## src/bounded_descriptor_queue_drop_oldest_macros.svh

```systemverilog
// Assertion macros for the descriptor queue.
// Both macros use clk_i and rst_ni of the module that expands them.
`ifndef BOUNDED_DESCRIPTOR_QUEUE_DROP_OLDEST_MACROS_SVH
`define BOUNDED_DESCRIPTOR_QUEUE_DROP_OLDEST_MACROS_SVH

`ifndef NO_ASSERTIONS
`define BDQ_ASSERT(lbl, prop, msg) \
  lbl: assert property (@(posedge clk_i) disable iff (!rst_ni) (prop)) else $error(msg);
`define BDQ_ASSERT_NEVER(lbl, cond, msg) \
  lbl: assert property (@(posedge clk_i) disable iff (!rst_ni) !(cond)) else $error(msg);
`else
`define BDQ_ASSERT(lbl, prop, msg)
`define BDQ_ASSERT_NEVER(lbl, cond, msg)
`endif

`endif

```

## src/bdq_pkg.sv

```systemverilog
package bdq_pkg;

  localparam int unsigned QUEUE_DEPTH = 16;
  localparam int unsigned HANDLE_BITS = 8;
  localparam int unsigned PTR_W       = $clog2(QUEUE_DEPTH);
  localparam int unsigned CNT_W       = $clog2(QUEUE_DEPTH + 1);
  localparam int unsigned CAP_W       = 5;
  localparam int unsigned STAT_W      = 32;
  localparam int unsigned ADDR_W      = 3;
  localparam int unsigned DATA_W      = 32;

  typedef enum logic [1:0] {
    REQ_SEND  = 2'd0,
    REQ_RECV  = 2'd1,
    REQ_CLOSE = 2'd2,
    REQ_STAT  = 2'd3
  } req_e;

  typedef enum logic [1:0] {
    ST_OK     = 2'd0,
    ST_FULL   = 2'd1,
    ST_EMPTY  = 2'd2,
    ST_CLOSED = 2'd3
  } status_e;

  typedef enum logic [2:0] {
    SEL_SENT     = 3'd0,
    SEL_RECEIVED = 3'd1,
    SEL_FULL     = 3'd2,
    SEL_DROPPED  = 3'd3,
    SEL_TIMEOUT  = 3'd4,
    SEL_PEAK     = 3'd5,
    SEL_DEPTH    = 3'd6,
    SEL_CAPACITY = 3'd7
  } stat_e;

  typedef enum logic [0:0] {
    REG_CAPACITY = 1'b0,
    REG_POLICY   = 1'b1
  } reg_e;

  typedef struct packed {
    logic [CAP_W-1:0] capacity;
    logic             drop_oldest;
  } cfg_t;

  function automatic logic [CAP_W-1:0] clamp_cap(input logic [CAP_W-1:0] v);
    logic [CAP_W-1:0] r;
    r = v;
    if (v == '0) begin
      r = CAP_W'(1);
    end else if ({1'b0, v} > (CAP_W+1)'(QUEUE_DEPTH)) begin
      r = CAP_W'(QUEUE_DEPTH);
    end
    return r;
  endfunction

  function automatic logic [STAT_W-1:0] sat_inc(input logic [STAT_W-1:0] v);
    return (&v) ? v : v + STAT_W'(1);
  endfunction

  function automatic logic [PTR_W-1:0] ring_next(input logic [PTR_W-1:0] i);
    return (i == PTR_W'(QUEUE_DEPTH - 1)) ? '0 : i + PTR_W'(1);
  endfunction

endpackage

```

## src/bdq_ram.sv

```systemverilog
module bdq_ram #(
  parameter int unsigned WIDTH = 8,
  parameter int unsigned DEPTH = 16
) (
  input  logic                     clk_i,
  input  logic                     we_i,
  input  logic [$clog2(DEPTH)-1:0] waddr_i,
  input  logic [WIDTH-1:0]         wdata_i,
  input  logic                     re_i,
  input  logic [$clog2(DEPTH)-1:0] raddr_i,
  output logic [WIDTH-1:0]         rdata_o
);

  logic [WIDTH-1:0] mem_q [DEPTH];
  logic [WIDTH-1:0] rdata_q;

  // read-first on a same-address collision
  always_ff @(posedge clk_i) begin
    if (re_i) begin
      rdata_q <= mem_q[raddr_i];
    end
    if (we_i) begin
      mem_q[waddr_i] <= wdata_i;
    end
  end

  assign rdata_o = rdata_q;

endmodule

```

## src/bdq_cfg.sv

```systemverilog
module bdq_cfg (
  input  logic                        clk_i,
  input  logic                        rst_ni,
  input  logic                        psel,
  input  logic                        penable,
  input  logic                        pwrite,
  input  logic [bdq_pkg::ADDR_W-1:0]  paddr,
  input  logic [bdq_pkg::DATA_W-1:0]  pwdata,
  output logic [bdq_pkg::DATA_W-1:0]  prdata,
  output logic                        pready,
  output bdq_pkg::cfg_t               cfg_o
);

  logic [bdq_pkg::CAP_W-1:0] cap_q, cap_d;
  logic                      pol_q, pol_d;
  logic                      wr;
  bdq_pkg::reg_e             reg_idx;

  assign pready  = 1'b1;
  assign wr      = psel && penable && pwrite;
  assign reg_idx = bdq_pkg::reg_e'(paddr[2]);

  always_comb begin
    cap_d  = cap_q;
    pol_d  = pol_q;
    prdata = '0;
    case (reg_idx)
      bdq_pkg::REG_CAPACITY: begin
        prdata = bdq_pkg::DATA_W'(cap_q);
        if (wr) begin
          cap_d = bdq_pkg::clamp_cap(pwdata[bdq_pkg::CAP_W-1:0]);
        end
      end
      bdq_pkg::REG_POLICY: begin
        prdata = bdq_pkg::DATA_W'(pol_q);
        if (wr) begin
          pol_d = pwdata[0];
        end
      end
      default: prdata = '0;
    endcase
  end

  always_ff @(posedge clk_i or negedge rst_ni) begin
    if (!rst_ni) begin
      cap_q <= bdq_pkg::CAP_W'(bdq_pkg::QUEUE_DEPTH);
      pol_q <= 1'b0;
    end else begin
      cap_q <= cap_d;
      pol_q <= pol_d;
    end
  end

  assign cfg_o.capacity    = cap_q;
  assign cfg_o.drop_oldest = pol_q;

endmodule

```

## src/bdq_ctrl.sv

```systemverilog
`include "bounded_descriptor_queue_drop_oldest_macros.svh"

module bdq_ctrl (
  input  logic                             clk_i,
  input  logic                             rst_ni,
  input  bdq_pkg::cfg_t                    cfg_i,
  input  logic                             in_valid_i,
  output logic                             in_stall_o,
  input  logic [1:0]                       req_type_i,
  input  logic [bdq_pkg::HANDLE_BITS-1:0]  buffer_handle_i,
  input  logic [2:0]                       stat_select_i,
  output logic                             out_valid_o,
  input  logic                             out_stall_i,
  output logic [1:0]                       status_o,
  output logic [bdq_pkg::HANDLE_BITS-1:0]  out_handle_o,
  output logic                             out_handle_valid_o,
  output logic                             dropped_valid_o,
  output logic [bdq_pkg::HANDLE_BITS-1:0]  dropped_handle_o,
  output logic [bdq_pkg::CNT_W-1:0]        depth_o,
  output logic [bdq_pkg::STAT_W-1:0]       stat_value_o,
  output logic                             ram_we_o,
  output logic [bdq_pkg::PTR_W-1:0]        ram_waddr_o,
  output logic [bdq_pkg::HANDLE_BITS-1:0]  ram_wdata_o,
  output logic                             ram_re_o,
  output logic [bdq_pkg::PTR_W-1:0]        ram_raddr_o,
  input  logic [bdq_pkg::HANDLE_BITS-1:0]  ram_rdata_i
);

  localparam int unsigned CNT_W  = bdq_pkg::CNT_W;
  localparam int unsigned PTR_W  = bdq_pkg::PTR_W;
  localparam int unsigned STAT_W = bdq_pkg::STAT_W;

  logic [PTR_W-1:0]  head_q, head_d;
  logic [CNT_W-1:0]  cnt_q, cnt_d;
  logic              closed_q, closed_d;
  logic [STAT_W-1:0] sent_q, sent_d, recv_q, recv_d, full_q, full_d;
  logic [STAT_W-1:0] drop_q, drop_d, tmo_q, tmo_d;
  logic [CNT_W-1:0]  peak_q, peak_d;

  logic              ov_q;
  bdq_pkg::status_e  status_q, status_d;
  logic              ohv_q, ohv_d, dv_q, dv_d;
  logic [STAT_W-1:0] sv_q, sv_d;

  logic              in_acc;
  logic [CNT_W-1:0]  cap;
  logic              is_full, still_full, do_drop;
  logic [PTR_W-1:0]  head1;
  logic [CNT_W-1:0]  cnt1;
  logic [CNT_W:0]    tail_sum;
  logic [PTR_W-1:0]  tail;
  bdq_pkg::req_e     req;
  bdq_pkg::stat_e    sel;

  assign in_stall_o = ov_q && out_stall_i;
  assign in_acc     = in_valid_i && !in_stall_o;
  assign req        = bdq_pkg::req_e'(req_type_i);
  assign sel        = bdq_pkg::stat_e'(stat_select_i);
  assign cap        = CNT_W'(cfg_i.capacity);

  assign is_full    = cnt_q >= cap;
  assign do_drop    = is_full && cfg_i.drop_oldest && !closed_q && (cnt_q != '0);
  assign head1      = do_drop ? bdq_pkg::ring_next(head_q) : head_q;
  assign cnt1       = do_drop ? cnt_q - CNT_W'(1) : cnt_q;
  assign still_full = cnt1 >= cap;
  assign tail_sum   = {1'b0, CNT_W'(head1)} + {1'b0, cnt1};
  assign tail       = (tail_sum >= (CNT_W+1)'(bdq_pkg::QUEUE_DEPTH))
                      ? PTR_W'(tail_sum - (CNT_W+1)'(bdq_pkg::QUEUE_DEPTH))
                      : PTR_W'(tail_sum);

  // head slot is read on every transaction; data lands with the result
  assign ram_re_o    = in_acc;
  assign ram_raddr_o = head_q;
  assign ram_waddr_o = tail;
  assign ram_wdata_o = buffer_handle_i;

  always_comb begin
    head_d   = head_q;
    cnt_d    = cnt_q;
    closed_d = closed_q;
    sent_d   = sent_q;
    recv_d   = recv_q;
    full_d   = full_q;
    drop_d   = drop_q;
    tmo_d    = tmo_q;
    peak_d   = peak_q;
    status_d = bdq_pkg::ST_OK;
    ohv_d    = 1'b0;
    dv_d     = 1'b0;
    sv_d     = '0;
    ram_we_o = 1'b0;
    case (req)
      bdq_pkg::REQ_SEND: begin
        if (is_full) begin
          full_d = bdq_pkg::sat_inc(full_q);
        end
        if (do_drop) begin
          dv_d   = 1'b1;
          drop_d = bdq_pkg::sat_inc(drop_q);
          head_d = head1;
          cnt_d  = cnt1;
        end
        if (closed_q) begin
          status_d = bdq_pkg::ST_CLOSED;
        end else if (still_full) begin
          status_d = bdq_pkg::ST_FULL;
        end else begin
          ram_we_o = in_acc;
          cnt_d    = cnt1 + CNT_W'(1);
          sent_d   = bdq_pkg::sat_inc(sent_q);
          if (cnt1 + CNT_W'(1) > peak_q) begin
            peak_d = cnt1 + CNT_W'(1);
          end
        end
      end
      bdq_pkg::REQ_RECV: begin
        if (cnt_q != '0) begin
          ohv_d  = 1'b1;
          head_d = bdq_pkg::ring_next(head_q);
          cnt_d  = cnt_q - CNT_W'(1);
          recv_d = bdq_pkg::sat_inc(recv_q);
        end else if (closed_q) begin
          status_d = bdq_pkg::ST_CLOSED;
        end else begin
          status_d = bdq_pkg::ST_EMPTY;
          tmo_d    = bdq_pkg::sat_inc(tmo_q);
        end
      end
      bdq_pkg::REQ_CLOSE: begin
        closed_d = 1'b1;
      end
      default: begin
        case (sel)
          bdq_pkg::SEL_SENT:     sv_d = sent_q;
          bdq_pkg::SEL_RECEIVED: sv_d = recv_q;
          bdq_pkg::SEL_FULL:     sv_d = full_q;
          bdq_pkg::SEL_DROPPED:  sv_d = drop_q;
          bdq_pkg::SEL_TIMEOUT:  sv_d = tmo_q;
          bdq_pkg::SEL_PEAK:     sv_d = STAT_W'(peak_q);
          bdq_pkg::SEL_DEPTH:    sv_d = STAT_W'(cnt_q);
          default:               sv_d = STAT_W'(cfg_i.capacity);
        endcase
      end
    endcase
  end

  always_ff @(posedge clk_i or negedge rst_ni) begin
    if (!rst_ni) begin
      head_q   <= '0;
      cnt_q    <= '0;
      closed_q <= 1'b0;
      sent_q   <= '0;
      recv_q   <= '0;
      full_q   <= '0;
      drop_q   <= '0;
      tmo_q    <= '0;
      peak_q   <= '0;
      ov_q     <= 1'b0;
    end else begin
      if (in_acc) begin
        head_q   <= head_d;
        cnt_q    <= cnt_d;
        closed_q <= closed_d;
        sent_q   <= sent_d;
        recv_q   <= recv_d;
        full_q   <= full_d;
        drop_q   <= drop_d;
        tmo_q    <= tmo_d;
        peak_q   <= peak_d;
        ov_q     <= 1'b1;
      end else if (!out_stall_i) begin
        ov_q <= 1'b0;
      end
    end
  end

  always_ff @(posedge clk_i) begin
    if (in_acc) begin
      status_q <= status_d;
      ohv_q    <= ohv_d;
      dv_q     <= dv_d;
      sv_q     <= sv_d;
    end
  end

  assign out_valid_o        = ov_q;
  assign status_o           = status_q;
  assign out_handle_valid_o = ohv_q;
  assign dropped_valid_o    = dv_q;
  assign out_handle_o       = ohv_q ? ram_rdata_i : '0;
  assign dropped_handle_o   = dv_q ? ram_rdata_i : '0;
  assign depth_o            = cnt_q;
  assign stat_value_o       = sv_q;

  `BDQ_ASSERT_NEVER(a_cnt_bound, cnt_q > CNT_W'(bdq_pkg::QUEUE_DEPTH), "entry count over depth")
  `BDQ_ASSERT_NEVER(a_peak_ge_cnt, peak_q < cnt_q, "peak depth below current depth")
  `BDQ_ASSERT_NEVER(a_one_handle, ov_q && ohv_q && dv_q, "dequeue and drop in one result")
  `BDQ_ASSERT(a_recv_pops, in_acc && req == bdq_pkg::REQ_RECV && cnt_q != '0 |=> ov_q && ohv_q && cnt_q == $past(cnt_q) - CNT_W'(1), "receive did not pop")

endmodule

```

## src/bounded_descriptor_queue_drop_oldest.sv

```systemverilog
// Bounded descriptor queue with drop-oldest. Each transaction on the input channel (send,
// receive, close or statistic read) yields exactly one result transaction. Throughput is one
// request per cycle unless the output stalls. Handles live in a 16-entry ring memory with
// registered read; the head slot is read on every request and the handle (dequeued or evicted)
// comes straight from the memory read port, while pointers, sticky close flag and saturating
// counters sit in flops. The input stalls only while a result is held by a stalled output.
// Configuration (capacity at 0x0, clamped to 1..16; policy at 0x4, 1 = drop oldest) is written
// over the APB port by the user only while the queue is idle; the block does not enforce it.
module bounded_descriptor_queue_drop_oldest (
  input  logic                             clk_i,
  input  logic                             rst_ni,
  input  logic                             psel,
  input  logic                             penable,
  input  logic                             pwrite,
  input  logic [bdq_pkg::ADDR_W-1:0]       paddr,
  input  logic [bdq_pkg::DATA_W-1:0]       pwdata,
  output logic [bdq_pkg::DATA_W-1:0]       prdata,
  output logic                             pready,
  input  logic                             in_valid_i,
  output logic                             in_stall_o,
  input  logic [1:0]                       req_type_i,
  input  logic [bdq_pkg::HANDLE_BITS-1:0]  buffer_handle_i,
  input  logic [2:0]                       stat_select_i,
  output logic                             out_valid_o,
  input  logic                             out_stall_i,
  output logic [1:0]                       status_o,
  output logic [bdq_pkg::HANDLE_BITS-1:0]  out_handle_o,
  output logic                             out_handle_valid_o,
  output logic                             dropped_valid_o,
  output logic [bdq_pkg::HANDLE_BITS-1:0]  dropped_handle_o,
  output logic [bdq_pkg::CNT_W-1:0]        depth_o,
  output logic [bdq_pkg::STAT_W-1:0]       stat_value_o
);

  bdq_pkg::cfg_t                   cfg;
  logic                            ram_we, ram_re;
  logic [bdq_pkg::PTR_W-1:0]       ram_waddr, ram_raddr;
  logic [bdq_pkg::HANDLE_BITS-1:0] ram_wdata, ram_rdata;

  bdq_cfg u_cfg (
    .clk_i   (clk_i),
    .rst_ni  (rst_ni),
    .psel    (psel),
    .penable (penable),
    .pwrite  (pwrite),
    .paddr   (paddr),
    .pwdata  (pwdata),
    .prdata  (prdata),
    .pready  (pready),
    .cfg_o   (cfg)
  );

  bdq_ram #(
    .WIDTH (bdq_pkg::HANDLE_BITS),
    .DEPTH (bdq_pkg::QUEUE_DEPTH)
  ) u_ring (
    .clk_i   (clk_i),
    .we_i    (ram_we),
    .waddr_i (ram_waddr),
    .wdata_i (ram_wdata),
    .re_i    (ram_re),
    .raddr_i (ram_raddr),
    .rdata_o (ram_rdata)
  );

  bdq_ctrl u_ctrl (
    .clk_i              (clk_i),
    .rst_ni             (rst_ni),
    .cfg_i              (cfg),
    .in_valid_i         (in_valid_i),
    .in_stall_o         (in_stall_o),
    .req_type_i         (req_type_i),
    .buffer_handle_i    (buffer_handle_i),
    .stat_select_i      (stat_select_i),
    .out_valid_o        (out_valid_o),
    .out_stall_i        (out_stall_i),
    .status_o           (status_o),
    .out_handle_o       (out_handle_o),
    .out_handle_valid_o (out_handle_valid_o),
    .dropped_valid_o    (dropped_valid_o),
    .dropped_handle_o   (dropped_handle_o),
    .depth_o            (depth_o),
    .stat_value_o       (stat_value_o),
    .ram_we_o           (ram_we),
    .ram_waddr_o        (ram_waddr),
    .ram_wdata_o        (ram_wdata),
    .ram_re_o           (ram_re),
    .ram_raddr_o        (ram_raddr),
    .ram_rdata_i        (ram_rdata)
  );

endmodule
```

## config.mk

```make
export PLATFORM = sky130hd
export DESIGN_NAME = bounded_descriptor_queue_drop_oldest
export DESIGN_NICKNAME = d
export VERILOG_FILES = /design/src/bdq_pkg.sv /design/src/bdq_ram.sv /design/src/bdq_cfg.sv /design/src/bdq_ctrl.sv /design/src/bounded_descriptor_queue_drop_oldest.sv
export VERILOG_INCLUDE_DIRS = /design/src /design/src/src
export SDC_FILE = /design/constraint.sdc
export NUM_CORES = 1
export LEC_CHECK = 0
export BUFFER_PORTS_ARGS = -buffer_cell sky130_fd_sc_hd__buf_2
export CAP_MARGIN = 40
export CORE_ASPECT_RATIO = 1.25
export CORE_MARGIN = 3
export CORE_UTILIZATION = 45
export CTS_BUF_LIST = sky130_fd_sc_hd__clkbuf_8
export CTS_CLUSTER_DIAMETER = 30
export CTS_CLUSTER_SIZE = 40
export DETAILED_ROUTE_END_ITERATION = 16
export GPL_ROUTABILITY_DRIVEN = 0
export GPL_TIMING_DRIVEN = 0
export SETUP_SLACK_MARGIN = 0.02
export SLEW_MARGIN = 10
export SYNTH_ARGS = -nofsm -noshare
export SYNTH_HDL_FRONTEND = slang
export SYNTH_SLANG_ARGS = --single-unit
```

## constraint.sdc

```tcl
create_clock -name clk_i -period 7.1 [get_ports clk_i]
set_input_delay 1.065 -clock clk_i [delete_from_list [all_inputs] [get_ports clk_i]]
set_output_delay 1.065 -clock clk_i [all_outputs]
set_load 0.005 [all_outputs]
```

Yosys cells after proc, flatten, opt, wreduce, memory -nomap -nowiden
Memories as Yosys holds them, arrays and structs flattened. A register that Yosys moved wholly into a read port is not among the register bits.
Index checks and enable logic that the tools add are counted.
- flip-flop bits (word level): 218
- bits in writable memories: 128
- bits of input ports: 55
- output and inout port bits: 92
- word-level logic and storage cells: 116
- memories kept: 1
- memories (memory ; words ; width ; rd ports ; clocked after memory_dff ; wr ports ; RTL line ; source):
    u_ring.mem_q ; 16 ; 8 ; 1 ; 1 ; 1 ; bdq_ram.sv:14 ; logic [WIDTH-1:0] mem_q [DEPTH];
- add/sub/neg operators: 10
- magnitude comparators: 5
- equal/unequal tests: 12
- mux-type cells: 32
- bitwise logic cells: 9
- reductions and logical operators: 31
- operator list (cell ; count):
    $pmux W32 S7 ; 1
    $add A32 B1 Y32 const B ; 5
    $reduce_and A32 Y1 ; 5
    $pmux W32 S2 ; 1
    $mux W5 ; 7
    $mux W4 ; 5
    $mux W8 ; 2
    $reduce_and A4 Y1 ; 4
    $reduce_and A5 Y1 ; 3
    $mux W1 ; 11
    $ge A5 B5 Y1 ; 2
    $pmux W5 S2 ; 1
    $eq A3 B3 Y1 const B ; 3
    $not A1 Y1 ; 9
    $pmux W4 S2 ; 1
    $logic_and A1 B1 Y1 ; 7
    $add A4 B5 Y6 ; 1
    $eq A3 B2 Y1 const B ; 2
    $ge A6 B5 Y1 const B ; 1
    $ne A2 B1 Y1 const B ; 3
    $reduce_and A2 Y1 ; 3
    $add A5 B1 Y5 const B ; 1
    $gt A5 B5 Y1 ; 1
    $gt A5 B5 Y1 const B ; 1
    17 further kinds ; 19

Longest topological paths before layout
- word-level depth: 11
- depth in mapped cells: 19
- depth with buffers taken out: 17

Cells and area by module
A second synthesis with hierarchy kept.
- cell total of the unflattened synthesis: 1371
- area total of the unflattened synthesis: 17391.7 sq um
- modules (own cells, without submodules) (module ; instances ; cells each ; area an instance (sq um)):
    bdq_ctrl ; 1 ; 1083 ; 11619.9
    bdq_ram ; 1 ; 229 ; 5227.5
    bdq_cfg ; 1 ; 59 ; 544.3

Worst setup path before layout
Ideal clock, no wire load.
- kind: reg-to-reg
- start: register u_ctrl.cnt_q[0] (netlist: u_ctrl.depth_o[0])
- end: memory u_ring.mem_q[0][0] (enable)
- setup time: 0.383 ns
- data arrival time: 4.115 ns
- data required time: 6.717 ns
- path slack: 2.602 ns
- stages on the path, launching flop included: 18
- cell sequence: dfrtp_1 > clkbuf_1 > inv_1 > ha_1 > nor2b_1 > o21ai_1 > a41oi_2 > buf_4 > nor4b_2 > nor2_1 > inv_1 > ha_1 > a21o_1 > a31oi_1 > o21ai_0 > or3_1 > buf_1 > nor3_1
- cells in the longest elaborated chain, start to end: 11
- elaborated cells on any way between the ends: 18
- those cells by class: add/sub (3); order compare (3); mux (8); reduce/logical (4)
- RTL lines (element ; RTL line ; source):
    from (decl) ; bdq_ctrl.sv:34 ; logic [CNT_W-1:0] cnt_q, cnt_d;
    from (signal assigned) ; bdq_ctrl.sv:162 ; cnt_q <= cnt_d;
    parallel branches: the longest is 11 deep, another holds $add A4 B5 Y6 ; -- ;
    to (decl) ; bdq_ram.sv:14 ;
Parallel ways; which one is timed is not known.

Final worst setup path
- start: register u_ctrl.cnt_q[0] (netlist: u_ctrl.depth_o[0])
- end: memory u_ring.mem_q[15][3] (enable)
Same word-level chain as after synthesis.

==> results.ini <==
[worst_setup_path]
slowest_stage = nor3_1
critPathMaxStageDelay_ns = 0.59
path_cells = clkbuf_1, inv_1, ha_1, nor2b_1, o21ai_1, a41oi_2, buf_4, nor4b_2, nor2_1, inv_1, ha_1, a21o_1, a31oi_1, o21ai_0, nor2_1, nand2_1, nor3_1, buf_2
cp.required_ns = 7.43
path_class = reg -> reg
worstRegToRegCells = 18
critPathArrivalTime_ns = 6.14
path_max_fanout = 10
endpoint_kind = flop
rrSetupSlack_ns = 1.29
rr_endpoint = u_ring.mem_q[15][3]$_DFFE_PP_
cp_top_family = simple AND/OR/NAND/NOR gates
cp_num_buf_inv = 5
worst_setup_path_start_kind = flop
timing.rr.start = u_ctrl.depth_o[0]$_DFFE_PN0P_

[synthesis]
ys_seq_area_share_pct = 56.1
synth_edf_count = 172
synth_area_per_cell_um2 = 12.1
synth_top_area_share_pct = 29.8
yosys_warnings = 0
synthFlopType = dfrtp_1
synthTopCellsByCount = dfrtp_1, edfxtp_1, nor2_1
synthTopCellsByArea = edfxtp_1, dfrtp_1, xnor2_1
syn-cell-area_um2 = 17300
synth_cells = 1439
synth.most_common_cell = dfrtp_1
synth-seq-cells = 354
ys_async_sr_fraction_pct = 51.4
yosys.area.top_type = edfxtp_1
yosysUniqueCellTypes = 77

[cts]
postCtsHoldBufs = 0
cts-resized-gates = 0
clk_path_buf_depth = 3
cts_setup_buffers = 0
numCtsBuffers = 76
cts-root-buf = clkbuf_8
cts_htree_levels = 3
path_clk_slew_ns = 0.05
clock_sinks = 354
cts_tree = built
clk_latency_ns = 0.64

[hold_path]
hold_path.class = in -> async

[power]
vdd_drop_max_v = 0.000227
cellLeakagePower_nw = 8.26
p_sw_mw = 1.95
p_clk_share_pct = 40.9
intPower_mw = 4.50
power_frac_comb_pct = 22.0
pwr-share-seq_pct = 37.0
swShare_pct = 30.3
powerDensity_nw_per_um2 = 314

[cells_and_area]
drive_gt1_share_pct = 21.6
layout.nets = 1723
n_antenna_cell = 0
area_growth_pct = 18.5

[sta]
fin_crit_ns = 5.81
period_share_pct = 81.8
max_freq_mhz = 172
setup_ws_ns = 1.29
final_hold_viol_count = 0
worst_pin_slew_ns = 0.856
drv_slew = 0
finalSetupViolCount = 0
slew_headroom_pct = 42.6
final.setup.tns_ns = 0
rsz0062_at_grt = false
clock-skew-final_ns = 0.0379

[detailed_routing]
num_vias = 12000
drt_iter0_markers = 862
drt_pre_antenna_iters = 5
vias_per_cell = 5.48
wl_per_cell_um = 19.8
antenna_left = 0
drc_errors = 0
wl_um = 43400

[global_routing]
grt_start_max_net_pins = 103
overflow = 0
grt_pass1_vias = 12100
grt_usage_pct = 21.2
grt_pass1_wl_um = 67700
grt_antenna_before_repair = 1

[run]
max_cap_violations = 0

[die]
initial_core_util_pct = 46.0
core_area_um2 = 37700
io_pins = 147
dieArea_um2 = 40900
rows = 79
die_h_um = 225
die_w_um = 182

[placed_design]
port_buffers = 86
dp_hpwl_um = 31600
pre_cts_slack_ns = 1.44

[outcome]
status = completed

==> power by group through the flow <==
| stage | registers [mW] | logic (mW) | clock network [mW] |
|---|---|---|---|
| 2_1_floorplan | 2.38 | 0.961 | 0 |
| 3_3_place_gp | 2.42 | 1.32 | 0 |
| 3_5_place_dp | 2.43 | 1.41 | 0 |
| 4_1_cts | 2.39 | 1.42 | 2.69 |
| 5_1_grt | 2.40 | 1.56 | 2.80 |
| 6_report | 2.39 | 1.42 | 2.64 |
==> registers in the layout (all words and copies together) (netlist names), 5 cells and up <==
| register | cells |
|---|---|
| u_ctrl.full_q | 32 |
| u_ctrl.stat_value_o | 32 |
| u_ctrl.depth_o | 5 |
| u_ctrl.sent_q | 32 |
| u_ring.mem_q | 128 |
| u_ctrl.peak_q | 5 |
| u_ring.rdata_o | 8 |
| u_cfg.cap_q | 5 |
| u_ctrl.recv_q | 32 |
| u_ctrl.drop_q | 32 |
| u_ctrl.tmo_q | 32 |
==> cells by family after synthesis <==
family	Yosys count	synth area share, %
other	2	0.0433
adders and majority gates	26	1.88
AOI/OAI and AO/OA	171	6.50
xor gates and xnor gates	167	8.48
muxes	89	8.12
and+or+nand+nor	521	15.9
DFF	354	56.1
buffers and inverters	109	3.02
==> how the worst max path moves through the flow <==
stage                                        startpoint                             to  slack (ns)  cells after the start
final                     u_ctrl.depth_o[0]$_DFFE_PN0P_  u_ring.mem_q[15][3]$_DFFE_PP_        1.29                     18
after global routing      u_ctrl.depth_o[0]$_DFFE_PN0P_  u_ring.mem_q[15][3]$_DFFE_PP_        1.05                     18
after floorplan           u_ctrl.depth_o[0]$_DFFE_PN0P_   u_ring.mem_q[0][0]$_DFFE_PP_        2.60                     17
after detailed placement  u_ctrl.depth_o[0]$_DFFE_PN0P_  u_ring.mem_q[15][3]$_DFFE_PP_        1.44                     18
after global placement    u_ctrl.depth_o[0]$_DFFE_PN0P_   u_ring.mem_q[5][6]$_DFFE_PP_        1.19                     17
after CTS                 u_ctrl.depth_o[0]$_DFFE_PN0P_  u_ring.mem_q[15][3]$_DFFE_PP_        1.41                     18
==> placed cells by master, fill, tap and decap left out, drive strengths merged, types with 28 or more instances in the layout <==
master and n:
dfrtp 181, edfxtp 172, buf 142, nor2 127, clkbuf 117, nand2 108
xnor2 103, a21oi 75, xor2 64, nand3 54, nor3 54, inv 51
mux4 40, nand4 39, mux2i 35, and2 28, conb 28
==> layer usage <==
layer	GRT usage (%)	up-vias	wire length (um)
met5	0	-	13
li1	-	5639	-
met2	37.0	333	22300
met3	3.57	99	2000
met4	9.39	2	1550
met1	26.1	5915	17500
==> worst register-to-register path: cells and delay by family (launching register included) <==
family                   cells  cell delay [ns]
adder cells (fa/ha/maj)      2             0.49
flip-flops                   1             0.43
AND/OR/NAND/NOR              6             2.16
AO/OA/AOI/OAI                5             1.22
buffers and inverters        5             1.22
==> cell type report <==
type                    count  area [um^2]
multi-input cells        1002         7250
fillers                  3208        17100
inverters                  33          124
clock buffers              84         1160
flip-flops and latches    354         9720
plain buffers              76          400
repair buffers             99          593
clock inverters            55          702
well taps                 486          608
==> through the flow <==
stage               total power [mW]  util [%]  std cells  instance area (um^2)  hold slack [ns]
floorplan                       3.34         -       1465                 17400            0.455
global placement                3.75      49.1       2037                 18500            0.472
detailed placement              3.84      49.6       2049                 18700            0.480
CTS                             6.50      54.6       2188                 20500            0.465
global route                    6.76      54.6       2189                 20600            0.507
finish                          6.45      54.6       2189                 20600            0.480
Note: power is estimated with default switching activity, not from simulation.
